**config.mk**
```make
export PLATFORM = sky130hd
export DESIGN_NAME = periodic_waveform_generator_core_flat
export DESIGN_NICKNAME = d
export VERILOG_FILES = /design/src/hw/rtl/pwg_pkg.sv /design/src/hw/rtl/pwg_if.sv /design/src/hw/rtl/pwg_ctrl.sv /design/src/hw/rtl/pwg_dp.sv /design/src/hw/rtl/periodic_waveform_generator_core.sv /design/src/flat_wrapper.sv
export SDC_FILE = /design/constraint.sdc
export NUM_CORES = 2
export LEC_CHECK = 0
export BUFFER_PORTS_ARGS = -buffer_cell sky130_fd_sc_hd__clkbuf_2
export CAP_MARGIN = 20
export CORE_MARGIN = 1.5
export CORE_UTILIZATION = 45
export CTS_CLUSTER_SIZE = 14
export DETAILED_ROUTE_END_ITERATION = 8
export HOLD_SLACK_MARGIN = 0.15
export PLACE_DENSITY_LB_ADDON = 0.1
export SLEW_MARGIN = 20
export SYNTH_ARGS = -nofsm -noshare
export SYNTH_HDL_FRONTEND = slang
export SYNTH_SLANG_ARGS = --single-unit
```
**constraint.sdc**
```tcl
create_clock -name clk -period 21.1 [get_ports clk]
set_clock_uncertainty 0.15 [all_clocks]
set_input_delay 2.11 -clock clk [delete_from_list [all_inputs] [get_ports clk]]
set_output_delay 2.11 -clock clk [all_outputs]
set_load 0.005 [all_outputs]
```
**src/hw/rtl/pwg_pkg.sv**
```systemverilog
`default_nettype none
// ----------------------------------------------------------------------------
// pwg_pkg
// Shared types and constants for the periodic waveform generator.
// ----------------------------------------------------------------------------
package pwg_pkg;

    // waveform codes
    localparam logic [2:0] WAVE_SINE     = 3'd0;
    localparam logic [2:0] WAVE_TRIANGLE = 3'd1;
    localparam logic [2:0] WAVE_SAW      = 3'd2;
    localparam logic [2:0] WAVE_SQUARE   = 3'd3;
    localparam logic [2:0] WAVE_SILENCE  = 3'd4;
    localparam logic [2:0] WAVE_ONE      = 3'd5;

    // register addresses (byte)
    localparam logic [2:0] ADDR_WAVEFORM = 3'd0;
    localparam logic [2:0] ADDR_PERIOD   = 3'd4;

    localparam logic [12:0] PERIOD_RESET = 13'd64;

    // sine polynomial coefficients, Q1.30
    localparam logic [31:0] SIN_C1 = 32'd1686629713;
    localparam logic [31:0] SIN_C3 = 32'd693598668;
    localparam logic [31:0] SIN_C5 = 32'd85569306;
    localparam logic [31:0] SIN_C7 = 32'd5026995;
    localparam logic [31:0] SIN_C9 = 32'd172272;

    typedef enum logic [2:0] {
        ST_IDLE,
        ST_DIV,
        ST_POLY,
        ST_SHAPE,
        ST_OUT
    } pwg_state_t;

    // controller to datapath
    typedef struct packed {
        logic start;     // load counter and begin division
        logic div_step;  // one restoring divide step
        logic poly_step; // one multiply or Horner step
        logic shape;     // form the output sample
    } pwg_cmd_t;

    // datapath to controller
    typedef struct packed {
        logic div_done;
        logic poly_done;
    } pwg_sts_t;

endpackage
`default_nettype wire

```
**src/hw/rtl/pwg_if.sv**
```systemverilog
`default_nettype none
// ----------------------------------------------------------------------------
// pwg_in_if / pwg_out_if
// Valid/ready channels for restart requests and output samples.
// ----------------------------------------------------------------------------
interface pwg_in_if;
    logic valid;
    logic ready;
    logic restart;
    modport source (output valid, output restart, input ready);
    modport sink   (input valid, input restart, output ready);
endinterface

interface pwg_out_if #(parameter int SAMPLE_WIDTH = 16);
    logic                           valid;
    logic                           ready;
    logic signed [SAMPLE_WIDTH-1:0] sample;
    logic                           last_in_period;
    modport source (output valid, output sample, output last_in_period, input ready);
    modport sink   (input valid, input sample, input last_in_period, output ready);
endinterface
`default_nettype wire

```
**src/hw/rtl/pwg_ctrl.sv**
```systemverilog
`default_nettype none
// ----------------------------------------------------------------------------
// pwg_ctrl
// Sequencer: divide, sine polynomial, shaping, output hand-off.
// ----------------------------------------------------------------------------
module pwg_ctrl (
    input  wire logic             clk,
    input  wire logic             rst_n,
    input  wire logic             in_valid,
    output logic                  in_ready,
    input  wire logic             out_free,
    output logic                  out_load,
    input  wire pwg_pkg::pwg_sts_t sts,
    output pwg_pkg::pwg_cmd_t     cmd
);

    pwg_pkg::pwg_state_t state_reg, state_next;

    // state register
    always_ff @(posedge clk or negedge rst_n)
    begin
        if (!rst_n)
        begin
            state_reg <= pwg_pkg::ST_IDLE;
        end
        else
        begin
            state_reg <= state_next;
        end
    end

    // next state
    always_comb
    begin
        state_next = state_reg;
        unique case (state_reg)
            pwg_pkg::ST_IDLE:  if (in_valid) state_next = pwg_pkg::ST_DIV;
            pwg_pkg::ST_DIV:   if (sts.div_done) state_next = pwg_pkg::ST_POLY;
            pwg_pkg::ST_POLY:  if (sts.poly_done) state_next = pwg_pkg::ST_SHAPE;
            pwg_pkg::ST_SHAPE: state_next = pwg_pkg::ST_OUT;
            pwg_pkg::ST_OUT:   if (out_free) state_next = pwg_pkg::ST_IDLE;
            default:           state_next = pwg_pkg::ST_IDLE;
        endcase
    end

    // outputs
    always_comb
    begin
        cmd      = '0;
        in_ready = 1'b0;
        out_load = 1'b0;
        unique case (state_reg)
            pwg_pkg::ST_IDLE:
            begin
                in_ready  = 1'b1;
                cmd.start = in_valid;
            end
            pwg_pkg::ST_DIV:   cmd.div_step  = 1'b1;
            pwg_pkg::ST_POLY:  cmd.poly_step = 1'b1;
            pwg_pkg::ST_SHAPE: cmd.shape     = 1'b1;
            pwg_pkg::ST_OUT:   out_load      = out_free;
            default:           cmd = '0;
        endcase
    end

endmodule
`default_nettype wire

```
**src/hw/rtl/pwg_dp.sv**
```systemverilog
`default_nettype none
// ----------------------------------------------------------------------------
// pwg_dp
// Datapath: sample counter, restoring divider, Horner sine, waveform shaping.
// ----------------------------------------------------------------------------
module pwg_dp #(
    parameter int MAX_PERIOD   = 4096,
    parameter int SAMPLE_WIDTH = 16
) (
    input  wire logic                    clk,
    input  wire logic                    rst_n,
    input  wire pwg_pkg::pwg_cmd_t       cmd,
    output pwg_pkg::pwg_sts_t            sts,
    input  wire logic                    restart,
    input  wire logic [2:0]              waveform,
    input  wire logic [12:0]             period_len,
    output logic signed [SAMPLE_WIDTH-1:0] sample,
    output logic                         last_in_period
);

    localparam int PW = $clog2(MAX_PERIOD + 1);
    localparam int FB = SAMPLE_WIDTH - 1;
    localparam int DW = PW + 17; // dividend width (k << 16)
    localparam int SW = $clog2(DW + 1);
    localparam int SH = 30 - FB;

    // effective period, clamped to 1..MAX_PERIOD
    logic [PW-1:0] p_eff;
    always_comb
    begin
        if (period_len == 13'd0)
            p_eff = PW'(1);
        else if (32'(period_len) > 32'(MAX_PERIOD))
            p_eff = PW'(MAX_PERIOD);
        else
            p_eff = PW'(period_len);
    end

    logic [PW-1:0] cnt_reg, cnt_next;
    logic          last_reg;
    logic [DW-1:0] quo_reg;     // dividend shifts out, quotient shifts in
    logic [PW:0]   rem_reg;
    logic [SW-1:0] dstep_reg;
    logic [16:0]   u_reg;
    logic [31:0]   t_reg, t2_reg, s_reg;
    logic [2:0]    pstep_reg;
    logic [1:0]    quad_reg;

    // sample counter
    always_comb
    begin
        if (restart || cnt_reg >= p_eff)
            cnt_next = PW'(1);
        else
            cnt_next = cnt_reg + PW'(1);
    end

    always_ff @(posedge clk or negedge rst_n)
    begin
        if (!rst_n)
        begin
            cnt_reg <= '0;
        end
        else if (cmd.start)
        begin
            cnt_reg <= cnt_next;
        end
    end

    // restoring divider, one quotient bit a cycle
    logic [PW:0] trial;
    logic        fits;
    assign trial = {rem_reg[PW-1:0], quo_reg[DW-1]};
    assign fits  = trial >= {1'b0, p_eff};

    always_ff @(posedge clk or negedge rst_n)
    begin
        if (!rst_n)
        begin
            dstep_reg <= '0;
        end
        else if (cmd.start)
        begin
            dstep_reg <= '0;
        end
        else if (cmd.div_step && !sts.div_done)
        begin
            dstep_reg <= dstep_reg + SW'(1);
        end
    end

    always_ff @(posedge clk)
    begin
        if (cmd.start)
        begin
            quo_reg  <= {1'b0, cnt_next, 16'd0};
            rem_reg  <= '0;
            last_reg <= (cnt_next == p_eff);
        end
        else if (cmd.div_step && !sts.div_done)
        begin
            rem_reg <= fits ? trial - {1'b0, p_eff} : trial;
            quo_reg <= {quo_reg[DW-2:0], fits};
        end
    end

    // sine: t, t^2, then the Horner steps, then t*s
    logic [13:0] rr;
    logic [14:0] t14;
    logic [63:0] prod;
    logic [31:0] mul_a, mul_b, coef;
    logic [16:0] u_w;
    assign u_w = quo_reg[16:0];
    assign rr  = u_w[13:0];
    assign t14 = u_w[14] ? 15'd16384 - {1'b0, rr} : {1'b0, rr};

    always_comb
    begin
        mul_a = t2_reg;
        mul_b = s_reg;
        coef  = 32'd0;
        unique case (pstep_reg)
            3'd0:    begin mul_a = t_reg; mul_b = t_reg; end
            3'd1:    coef = pwg_pkg::SIN_C7;
            3'd2:    coef = pwg_pkg::SIN_C5;
            3'd3:    coef = pwg_pkg::SIN_C3;
            3'd4:    coef = pwg_pkg::SIN_C1;
            default: begin mul_a = t_reg; mul_b = s_reg; end
        endcase
    end
    assign prod = mul_a * mul_b;

    always_ff @(posedge clk or negedge rst_n)
    begin
        if (!rst_n)
        begin
            pstep_reg <= '0;
        end
        else if (cmd.start)
        begin
            pstep_reg <= '0;
        end
        else if (cmd.poly_step && !sts.poly_done)
        begin
            pstep_reg <= pstep_reg + 3'd1;
        end
    end

    logic [31:0] y_reg;
    always_ff @(posedge clk)
    begin
        if (cmd.div_step && sts.div_done)
        begin
            u_reg    <= u_w;
            quad_reg <= u_w[15:14];
            t_reg    <= {1'b0, t14, 16'd0};
            s_reg    <= pwg_pkg::SIN_C9;
        end
        else if (cmd.poly_step && !sts.poly_done)
        begin
            unique case (pstep_reg)
                3'd0:    t2_reg <= prod[61:30];
                3'd5:    y_reg  <= prod[61:30];
                default: s_reg  <= coef - prod[61:30];
            endcase
        end
    end

    // status to the controller
    assign sts = '{div_done: (dstep_reg == SW'(DW)), poly_done: (pstep_reg == 3'd6)};

    // sine magnitude rounding
    logic [31:0] m_full;
    logic signed [31:0] sine_v;
    always_comb
    begin
        m_full = (y_reg + (32'd1 << (SH - 1))) >> SH;
        if (m_full > 32'((1 << FB) - 1))
            m_full = 32'((1 << FB) - 1);
        sine_v = quad_reg[1] ? -$signed(m_full) : $signed(m_full);
    end

    // non-sine shapes in Q16
    logic signed [20:0] x, v;
    logic signed [40:0] scaled;
    logic signed [31:0] res;
    always_comb
    begin
        x = $signed({3'b0, u_reg, 1'b0});
        v = '0;
        unique case (waveform)
            pwg_pkg::WAVE_TRIANGLE:
            begin
                if (x < 21'sd32768)      v = x <<< 1;
                else if (x < 21'sd98304) v = 21'sd131072 - (x <<< 1);
                else                     v = (x <<< 1) - 21'sd262144;
            end
            pwg_pkg::WAVE_SAW:    v = (x <= 21'sd65536) ? x : x - 21'sd131072;
            pwg_pkg::WAVE_SQUARE: v = (x < 21'sd65536) ? 21'sd65536 : -21'sd65536;
            pwg_pkg::WAVE_ONE:    v = 21'sd65536;
            default:              v = '0;
        endcase
        if (FB < 16)
            scaled = 41'(v) >>> (16 - FB);
        else
            scaled = 41'(v) <<< (FB - 16);
        if (scaled > 41'sd0 + 41'((1 << FB) - 1))
            res = 32'((1 << FB) - 1);
        else if (scaled < -41'sd0 - 41'(1 << FB))
            res = -32'(1 << FB);
        else
            res = 32'(scaled);
        if (waveform == pwg_pkg::WAVE_SINE)
            res = sine_v;
    end

    logic signed [SAMPLE_WIDTH-1:0] smp_reg;
    always_ff @(posedge clk)
    begin
        if (cmd.shape)
        begin
            smp_reg <= SAMPLE_WIDTH'(res);
        end
    end

    assign sample         = smp_reg;
    assign last_in_period = last_reg;

endmodule
`default_nettype wire

```
**src/hw/rtl/periodic_waveform_generator_core.sv**
```systemverilog
`default_nettype none
// ----------------------------------------------------------------------------
// periodic_waveform_generator_core
// Sine, triangle, saw, square, silence and constant one, one sample a request.
// ----------------------------------------------------------------------------
// channel   dir  payload
// in_ch     in   restart
// out_ch    out  sample, last_in_period
// apb       in   waveform @0x0, period @0x4
//
// with no stall, a request runs from acceptance to the next acceptance through the
// accept state, the restoring divider (PW+17 steps, 30 at MAX_PERIOD 4096, plus a
// hand-off), six steps of the shared sine multiplier plus a hand-off, the shaping
// state and the state loading the output register.
// the result waits in an output register while the next request runs; a result
// still waiting there holds the following one in the load step.
// rst_n is asynchronous; reset gives sine, period 64, counter zero.
// ----------------------------------------------------------------------------
module periodic_waveform_generator_core #(
    parameter int MAX_PERIOD   = 4096,
    parameter int SAMPLE_WIDTH = 16
) (
    input  wire logic        clk,
    input  wire logic        rst_n,
    pwg_in_if.sink           in_ch,
    pwg_out_if.source        out_ch,
    input  wire logic        psel,
    input  wire logic        penable,
    input  wire logic        pwrite,
    input  wire logic [2:0]  paddr,
    input  wire logic [31:0] pwdata,
    output logic [31:0]      prdata,
    output logic             pready
);

    logic [2:0]  waveform_reg;
    logic [12:0] period_reg;
    logic        wr;

    // configuration registers
    assign pready = 1'b1;
    assign wr     = psel && penable && pwrite;

    always_ff @(posedge clk or negedge rst_n)
    begin
        if (!rst_n)
        begin
            waveform_reg <= pwg_pkg::WAVE_SINE;
            period_reg   <= pwg_pkg::PERIOD_RESET;
        end
        else if (wr)
        begin
            if (paddr == pwg_pkg::ADDR_WAVEFORM)
                waveform_reg <= pwdata[2:0];
            else if (paddr == pwg_pkg::ADDR_PERIOD)
                period_reg <= pwdata[12:0];
        end
    end

    always_comb
    begin
        prdata = '0;
        if (paddr == pwg_pkg::ADDR_WAVEFORM)
            prdata = {29'd0, waveform_reg};
        else if (paddr == pwg_pkg::ADDR_PERIOD)
            prdata = {19'd0, period_reg};
    end

    pwg_pkg::pwg_cmd_t cmd;
    pwg_pkg::pwg_sts_t sts;
    logic out_load;
    logic out_valid_reg;
    logic out_free;
    logic signed [SAMPLE_WIDTH-1:0] smp;
    logic last;
    logic signed [SAMPLE_WIDTH-1:0] smp_reg;
    logic last_reg;

    assign out_free = !out_valid_reg || out_ch.ready;

    pwg_ctrl u_ctrl (
        .clk      (clk),
        .rst_n    (rst_n),
        .in_valid (in_ch.valid),
        .in_ready (in_ch.ready),
        .out_free (out_free),
        .out_load (out_load),
        .sts      (sts),
        .cmd      (cmd)
    );

    pwg_dp #(
        .MAX_PERIOD   (MAX_PERIOD),
        .SAMPLE_WIDTH (SAMPLE_WIDTH)
    ) u_dp (
        .clk            (clk),
        .rst_n          (rst_n),
        .cmd            (cmd),
        .sts            (sts),
        .restart        (in_ch.restart),
        .waveform       (waveform_reg),
        .period_len     (period_reg),
        .sample         (smp),
        .last_in_period (last)
    );

    // output register
    always_ff @(posedge clk or negedge rst_n)
    begin
        if (!rst_n)
        begin
            out_valid_reg <= 1'b0;
        end
        else if (out_load)
        begin
            out_valid_reg <= 1'b1;
        end
        else if (out_ch.ready)
        begin
            out_valid_reg <= 1'b0;
        end
    end

    always_ff @(posedge clk)
    begin
        if (out_load)
        begin
            smp_reg  <= smp;
            last_reg <= last;
        end
    end

    assign out_ch.valid          = out_valid_reg;
    assign out_ch.sample         = smp_reg;
    assign out_ch.last_in_period = last_reg;

`ifndef SYNTHESIS
    // a request never enters while the datapath is busy
    a_one_at_a_time: assert property (@(posedge clk) disable iff (!rst_n)
        cmd.start |=> !in_ch.ready)
        else $error("request accepted while busy");

    // division always precedes polynomial completion
    a_div_then_poly: assert property (@(posedge clk) disable iff (!rst_n)
        (cmd.div_step && sts.div_done) |=> cmd.poly_step)
        else $error("polynomial did not follow divide");

    // a loaded result is presented next cycle
    a_load_valid: assert property (@(posedge clk) disable iff (!rst_n)
        out_load |=> out_ch.valid)
        else $error("result lost at load");
`endif

endmodule
`default_nettype wire

```
**src/flat_wrapper.sv**
```systemverilog
// flat-port wrapper written by rule: the top's interface ports become plain ports
module periodic_waveform_generator_core_flat 
#(
    parameter int MAX_PERIOD   = 4096,
    parameter int SAMPLE_WIDTH = 16
)
  (clk, rst_n, psel, penable, pwrite, paddr, pwdata, prdata, pready, in_ch_valid, in_ch_restart, in_ch_ready, out_ch_valid, out_ch_sample, out_ch_last_in_period, out_ch_ready);
  pwg_in_if in_ch_i ();
  pwg_out_if #(.SAMPLE_WIDTH(SAMPLE_WIDTH)) out_ch_i ();
  input  wire logic clk;
  input  wire logic rst_n;
  input  wire logic psel;
  input  wire logic penable;
  input  wire logic pwrite;
  input  wire logic [2:0] paddr;
  input  wire logic [31:0] pwdata;
  output logic [31:0] prdata;
  output logic pready;
  input wire logic [$bits(in_ch_i.valid)-1:0] in_ch_valid;
  input wire logic [$bits(in_ch_i.restart)-1:0] in_ch_restart;
  output wire logic [$bits(in_ch_i.ready)-1:0] in_ch_ready;
  output wire logic [$bits(out_ch_i.valid)-1:0] out_ch_valid;
  output wire logic [$bits(out_ch_i.sample)-1:0] out_ch_sample;
  output wire logic [$bits(out_ch_i.last_in_period)-1:0] out_ch_last_in_period;
  input wire logic [$bits(out_ch_i.ready)-1:0] out_ch_ready;
  assign in_ch_i.valid = in_ch_valid;
  assign in_ch_i.restart = in_ch_restart;
  assign in_ch_ready = in_ch_i.ready;
  assign out_ch_valid = out_ch_i.valid;
  assign out_ch_sample = out_ch_i.sample;
  assign out_ch_last_in_period = out_ch_i.last_in_period;
  assign out_ch_i.ready = out_ch_ready;
  periodic_waveform_generator_core #(.MAX_PERIOD(MAX_PERIOD), .SAMPLE_WIDTH(SAMPLE_WIDTH)) u_core (.clk(clk), .rst_n(rst_n), .in_ch(in_ch_i), .out_ch(out_ch_i), .psel(psel), .penable(penable), .pwrite(pwrite), .paddr(paddr), .pwdata(pwdata), .prdata(prdata), .pready(pready));
endmodule
```
Word level (Yosys, flattened, before mapping)
Cells that the tools add are included.
Word-level totals
  input port bits: 43
  output and inout port bits: 52
  logic and storage cells: 132
  bits in registers: 248
Operators by class
  bitwise logic cells: 3
  eq/ne operators: 21
  multipliers: 1
  reductions and logical operators: 26
  multiplexer cells: 39
  add/sub/neg operators: 11
  magnitude comparators: 10
Operators with widths (count)
  31-bit case mux with 4 select lines: 1
  32-bit 2-to-1 mux: 3
  21-bit 2-to-1 mux: 4
  21-bit case mux with 4 select lines: 1
  16-bit 2-to-1 mux: 5
  13-bit 2-to-1 mux: 5
  32-bit by 32-bit multiplier with 62-bit output: 1
  29-bit 2-to-1 mux: 2
  18-bit by 17-bit less-than comparator with 1-bit output, second input constant: 2
  32-bit by 15-bit adder with 32-bit output, second input constant: 1
  32-bit subtractor: 1
  20-bit by 16-bit greater-than comparator with 1-bit output, second input constant: 1
  20-bit by 16-bit less-than comparator with 1-bit output, second input constant: 1
  18-bit by 19-bit subtractor with 20-bit output, first input constant: 1
  19-bit by 19-bit subtractor with 20-bit output, second input constant: 1
  18-bit by 18-bit subtractor with 19-bit output, second input constant: 1
  3-bit by 2-bit equality test with 1-bit output, second input constant: 6
  3-bit equality test, second input constant: 6
  18-bit by 17-bit <= comparator with 1-bit output, second input constant: 1
  18-bit by 16-bit less-than comparator with 1-bit output, second input constant: 1
  3-bit 2-to-1 mux: 6
  17-bit by 15-bit greater-than comparator with 1-bit output, second input constant: 1
  16-bit negator: 1
  3-bit case mux with 5 select lines: 1
  other kinds (27): 57

Logic depth before layout (Yosys ltp)
  word-level depth: 8
  mapped depth: 53
  depth with buffers taken out: 48

By module
Synthesis repeated with hierarchy kept, for this count alone.
Second synthesis, totals
  cells, all modules: 5037
  area, all modules: 44859.3 um2
By module, submodules not included
  pwg_dp: sequential area each 5099.9 um2, times used 1, area each 43182.7 um2, cells each 4917
  periodic_waveform_generator_core: sequential area each 937.1 um2, times used 1, area each 1478.9 um2, cells each 99
  pwg_ctrl: sequential area each 75.1 um2, times used 1, area each 197.7 um2, cells each 21

Worst setup path after synthesis
No wires, ideal clock.
  kind: reg-to-reg
  start point: register u_core.u_dp.pstep_reg[0]
  end point: register u_core.u_dp.s_reg[30]
  buffers on the path: 3
  arrival: 11375 ps
  required time: 20864 ps
  stages on the path, launching flop included: 48
  library setup time: 86 ps
  period minus slack after synthesis: 11610 ps
  path slack: 9490 ps
  path through: dfrtp_1 > inv_1 > ha_1 > nor2b_1 > nor2_1 > nand3_1 > clkbuf_1 > buf_1 > nor2_1 > a21oi_1 > clkbuf_1 > nor2_1 > fa_1 > inv_1 > fa_1 > fa_1 > fa_1 > inv_1 > (+12 left out) > o41a_1 > o21ai_0 > a21oi_1 > o21bai_1 > xnor2_1 > ha_1 > a21oi_1 > o21ai_0 > or3_1 > o221ai_1 > o221ai_1 > nor2_1 > a311oi_1 > o21ai_1 > a211oi_1 > o41ai_1 > xor2_1 > a211oi_1
Between the ends
  word-level cells in the longest chain between the ends: 5
  elaborated cells on any way between the ends: 18
  those cells by class: add/sub: 1; mul: 1; eq/ne: 6; mux: 3; bitwise: 1; reduce/logical: 6
Ends and longest elaborated chain
  start, declared: RTL line pwg_dp.sv:46  | logic [2:0] pstep_reg;
  start signal, assigned: RTL line pwg_dp.sv:145  | pstep_reg <= pstep_reg + 3'd1;
  3-bit equality test, or another cell as far along: RTL line pwg_dp.sv:122  | unique case (pstep_reg)
  4-bit OR reduction (no source line)
  32-bit 2-to-1 mux: RTL line pwg_dp.sv:122
  32-bit by 32-bit multiplier with 62-bit output: RTL line pwg_dp.sv:131  | assign prod = mul_a * mul_b;
  32-bit subtractor: RTL line pwg_dp.sv:164  | default: s_reg <= coef - prod[61:30];
  end signal, assigned: RTL line pwg_dp.sv:157  | s_reg <= pwg_pkg::SIN_C9;
  end signal, assigned: RTL line pwg_dp.sv:164
  end, declared: RTL line pwg_dp.sv:45  | logic [31:0] t_reg, t2_reg, s_reg;
Parallel ways exist; a longest one is shown, timed or not.
A chain may end at the register's enable or synchronous reset.

Worst setup path after layout
Ends and elaborated chain as after synthesis.

==> metrics <==
status=finished, final reports clean; hold buffers post-CTS=0; Post-synth EDFFs=128; delay-heaviest family, CP=adder cells; Top FF cell, synth=edfxtp_1; leading cell type in the layout, fill and taps excluded=inv_1; total core area=98560 µm²; Tcrit/Tclk final=67.08%; Seq/Total Area, Yosys=13.63%; effective utilization at floorplan=45.48%; share of cells above drive strength 1=5.496%; YS warnings=0; Slew @ Worst Pin=1208 ps; clk root buf=clkbuf_16; top cells by area in the synthesized netlist=fa_1 40%, ha_1 8.7%, edfxtp_1 8.6%; commonest cells after routing, fill and taps aside=949 x inv_1, 896 x fa_1, 738 x nand2_1, 652 x nor2_1, 311 x ha_1; Slew headroom=19.48%; Mapped Cells=5049; setup bufs post-CTS=0; Slew Limit Fails=0; Worst path most repeated cell=fa_1; clk sinks=231; drt total wl=142500 µm; Vert. Die Dim=318.6 µm; Routed met2 length=67950 µm; CTS tree=built; max-cap violation count=0; Crit-path slowest cell=mux2i_1; Critical Path AT=14480 ps; crit path buf inv count=5; Starting DRT DRC Count=2618; crit path kind=reg2reg; Met1 Wirelength=59990 µm; cell area after layout=47410 µm²; final hold vios=0; DPL Wire Length=111500 µm; total negative slack=0 ps; global route total overflow=0; die footprint=101500 µm²; #FFs+latches synth=231; post-synth cell types=84; Synth Cell Area=44830 µm²; top cell type's share of synthesized area=40.01%; Critical Path Fanout Max=27; RSZ-0062 raised after global routing=no; Vias=34350; vias in the first global route=35570; area leader, netlist=fa_1; Via-to-Cell Ratio=5.460; highest routed layer=met5; Die W=318.6 µm; CP endpoint kind=flip-flop; register clock-pin slew on the reported worst setup and hold paths=60 ps; Hold Crit Class=reg2reg; Mapped Avg Cell Area=8.879 µm²; row count=115; largest stage delay on the critical path=840 ps; Pre-antenna DRT Iters=6; RePlAce Congestion=0.9827; first-pass GRT wire length=219400 µm; cts repair resizes=0; Antenna Cells=0; antenna viol nets, final=0; drt drc=0; Final Critical Period=14150 ps; Total GRT Usage=28.63%; I/O pin count=95; crit start category=flip-flop; Layout area overhead=5.752%; Clock Latency Late Sink=570 ps; # H-tree levels=1; placed inst area=46480 µm²; largest net degree at the start of global routing=63; Worst EP required=21430 ps; initial antenna violation count=6; clk buf depth=3; share of synthesized registers carrying an async set or reset=17.75%; Nets=6233; met3 WL=8765 µm; wire per inst=22.65 µm; Num CTS Buffers=27; Port Buffers=55; final setup fails=0; f_max=70.65 MHz
-- cells in the mapped netlist, drive strengths merged (6+ instances only) --
master	number
o21a	19
or2	9
fa	896
o31ai	12
o22ai	6
nand2b	23
o211ai	14
a221oi	7
inv	949
nor2	655
o21bai	10
nand4	21
mux2i	46
a21oi	140
nand3	71
edfxtp	128
and3	34
dfrtp	40
nand2	743
a31oi	18
and2	38
xor2	58
nor3	37
ha	311
a21boi	9
xnor2	76
nor2b	15
a21o	48
dfxtp	62
a211oi	25
a211o	7
nor4	16
buf	42
or3	13
clkbuf	214
o21ai	125
mux2	43
-- cells by family after synthesis --
family / after synthesis / synth area share, %
AND/OR/NAND/NOR: 1694 / 15.67
adder cells (fa/ha/maj): 1207 / 48.69
buffers and inverters: 1205 / 10.32
AO/OA/AOI/OAI: 487 / 6.939
flip-flops: 231 / 13.63
XOR/XNOR: 134 / 2.618
multiplexers: 89 / 2.107
other: 2 / 0.01675
-- per-stage QoR --
stage               hold WS [ps]  setup slack (ps)  std cells  util [%]
detailed placement         256.6              7232       6239     47.16
global route               288.3              6415       6291     48.10
CTS                        269.5              7157       6289     48.04
finish                     268.8              6946       6291     48.10
global placement           254.0              7319       6239     47.16
floorplan                  250.3              9490       5067         -
-- metal layers --
metal / track usage [%] / vias to the layer above
met5: 0 / -
met4: 9.378 / 2
met3: 3.517 / 211
met2: 48.10 / 1027
met1: 38.42 / 17750
li1: - / 15350
-- final cells by class --
| type | count | area, µm² |
|---|---|---|
| fill | 9571 | 51160 |
| tap | 1287 | 1610 |
| timing repair buffer | 143 | 975.9 |
| clock inverter | 15 | 126.4 |
| clock buffer | 35 | 745.7 |
| inverter | 949 | 3562 |
| multi-input combinational | 3631 | 34270 |
| sequential | 231 | 6112 |
-- worst paths after layout --
path                                                      end  depth (start not counted)  slack (ps)                                 start
max                        u_core.u_dp.s_reg[30]$_SDFFE_PP0P_                         43        6950  u_core.u_dp.pstep_reg[0]$_DFFE_PN0P_
min                        u_core.out_ch.sample[14]$_DFFE_PP_                          0         270      u_core.u_dp.sample[14]$_DFFE_PP_
max reg2reg                u_core.u_dp.s_reg[30]$_SDFFE_PP0P_                         43        6950  u_core.u_dp.pstep_reg[0]$_DFFE_PN0P_
min reg2reg                u_core.out_ch.sample[14]$_DFFE_PP_                          0         270      u_core.u_dp.sample[14]$_DFFE_PP_
max in group asynchronous     u_core.out_ch.valid$_DFFE_PN0P_                          2       18930                                 rst_n
min in group asynchronous    u_core.period_reg[9]$_DFFE_PN0P_                          2        1480                                 rst_n
Power is not shown: default switching activity piles up to over one toggle a cycle in this logic, so the estimate is an artifact.
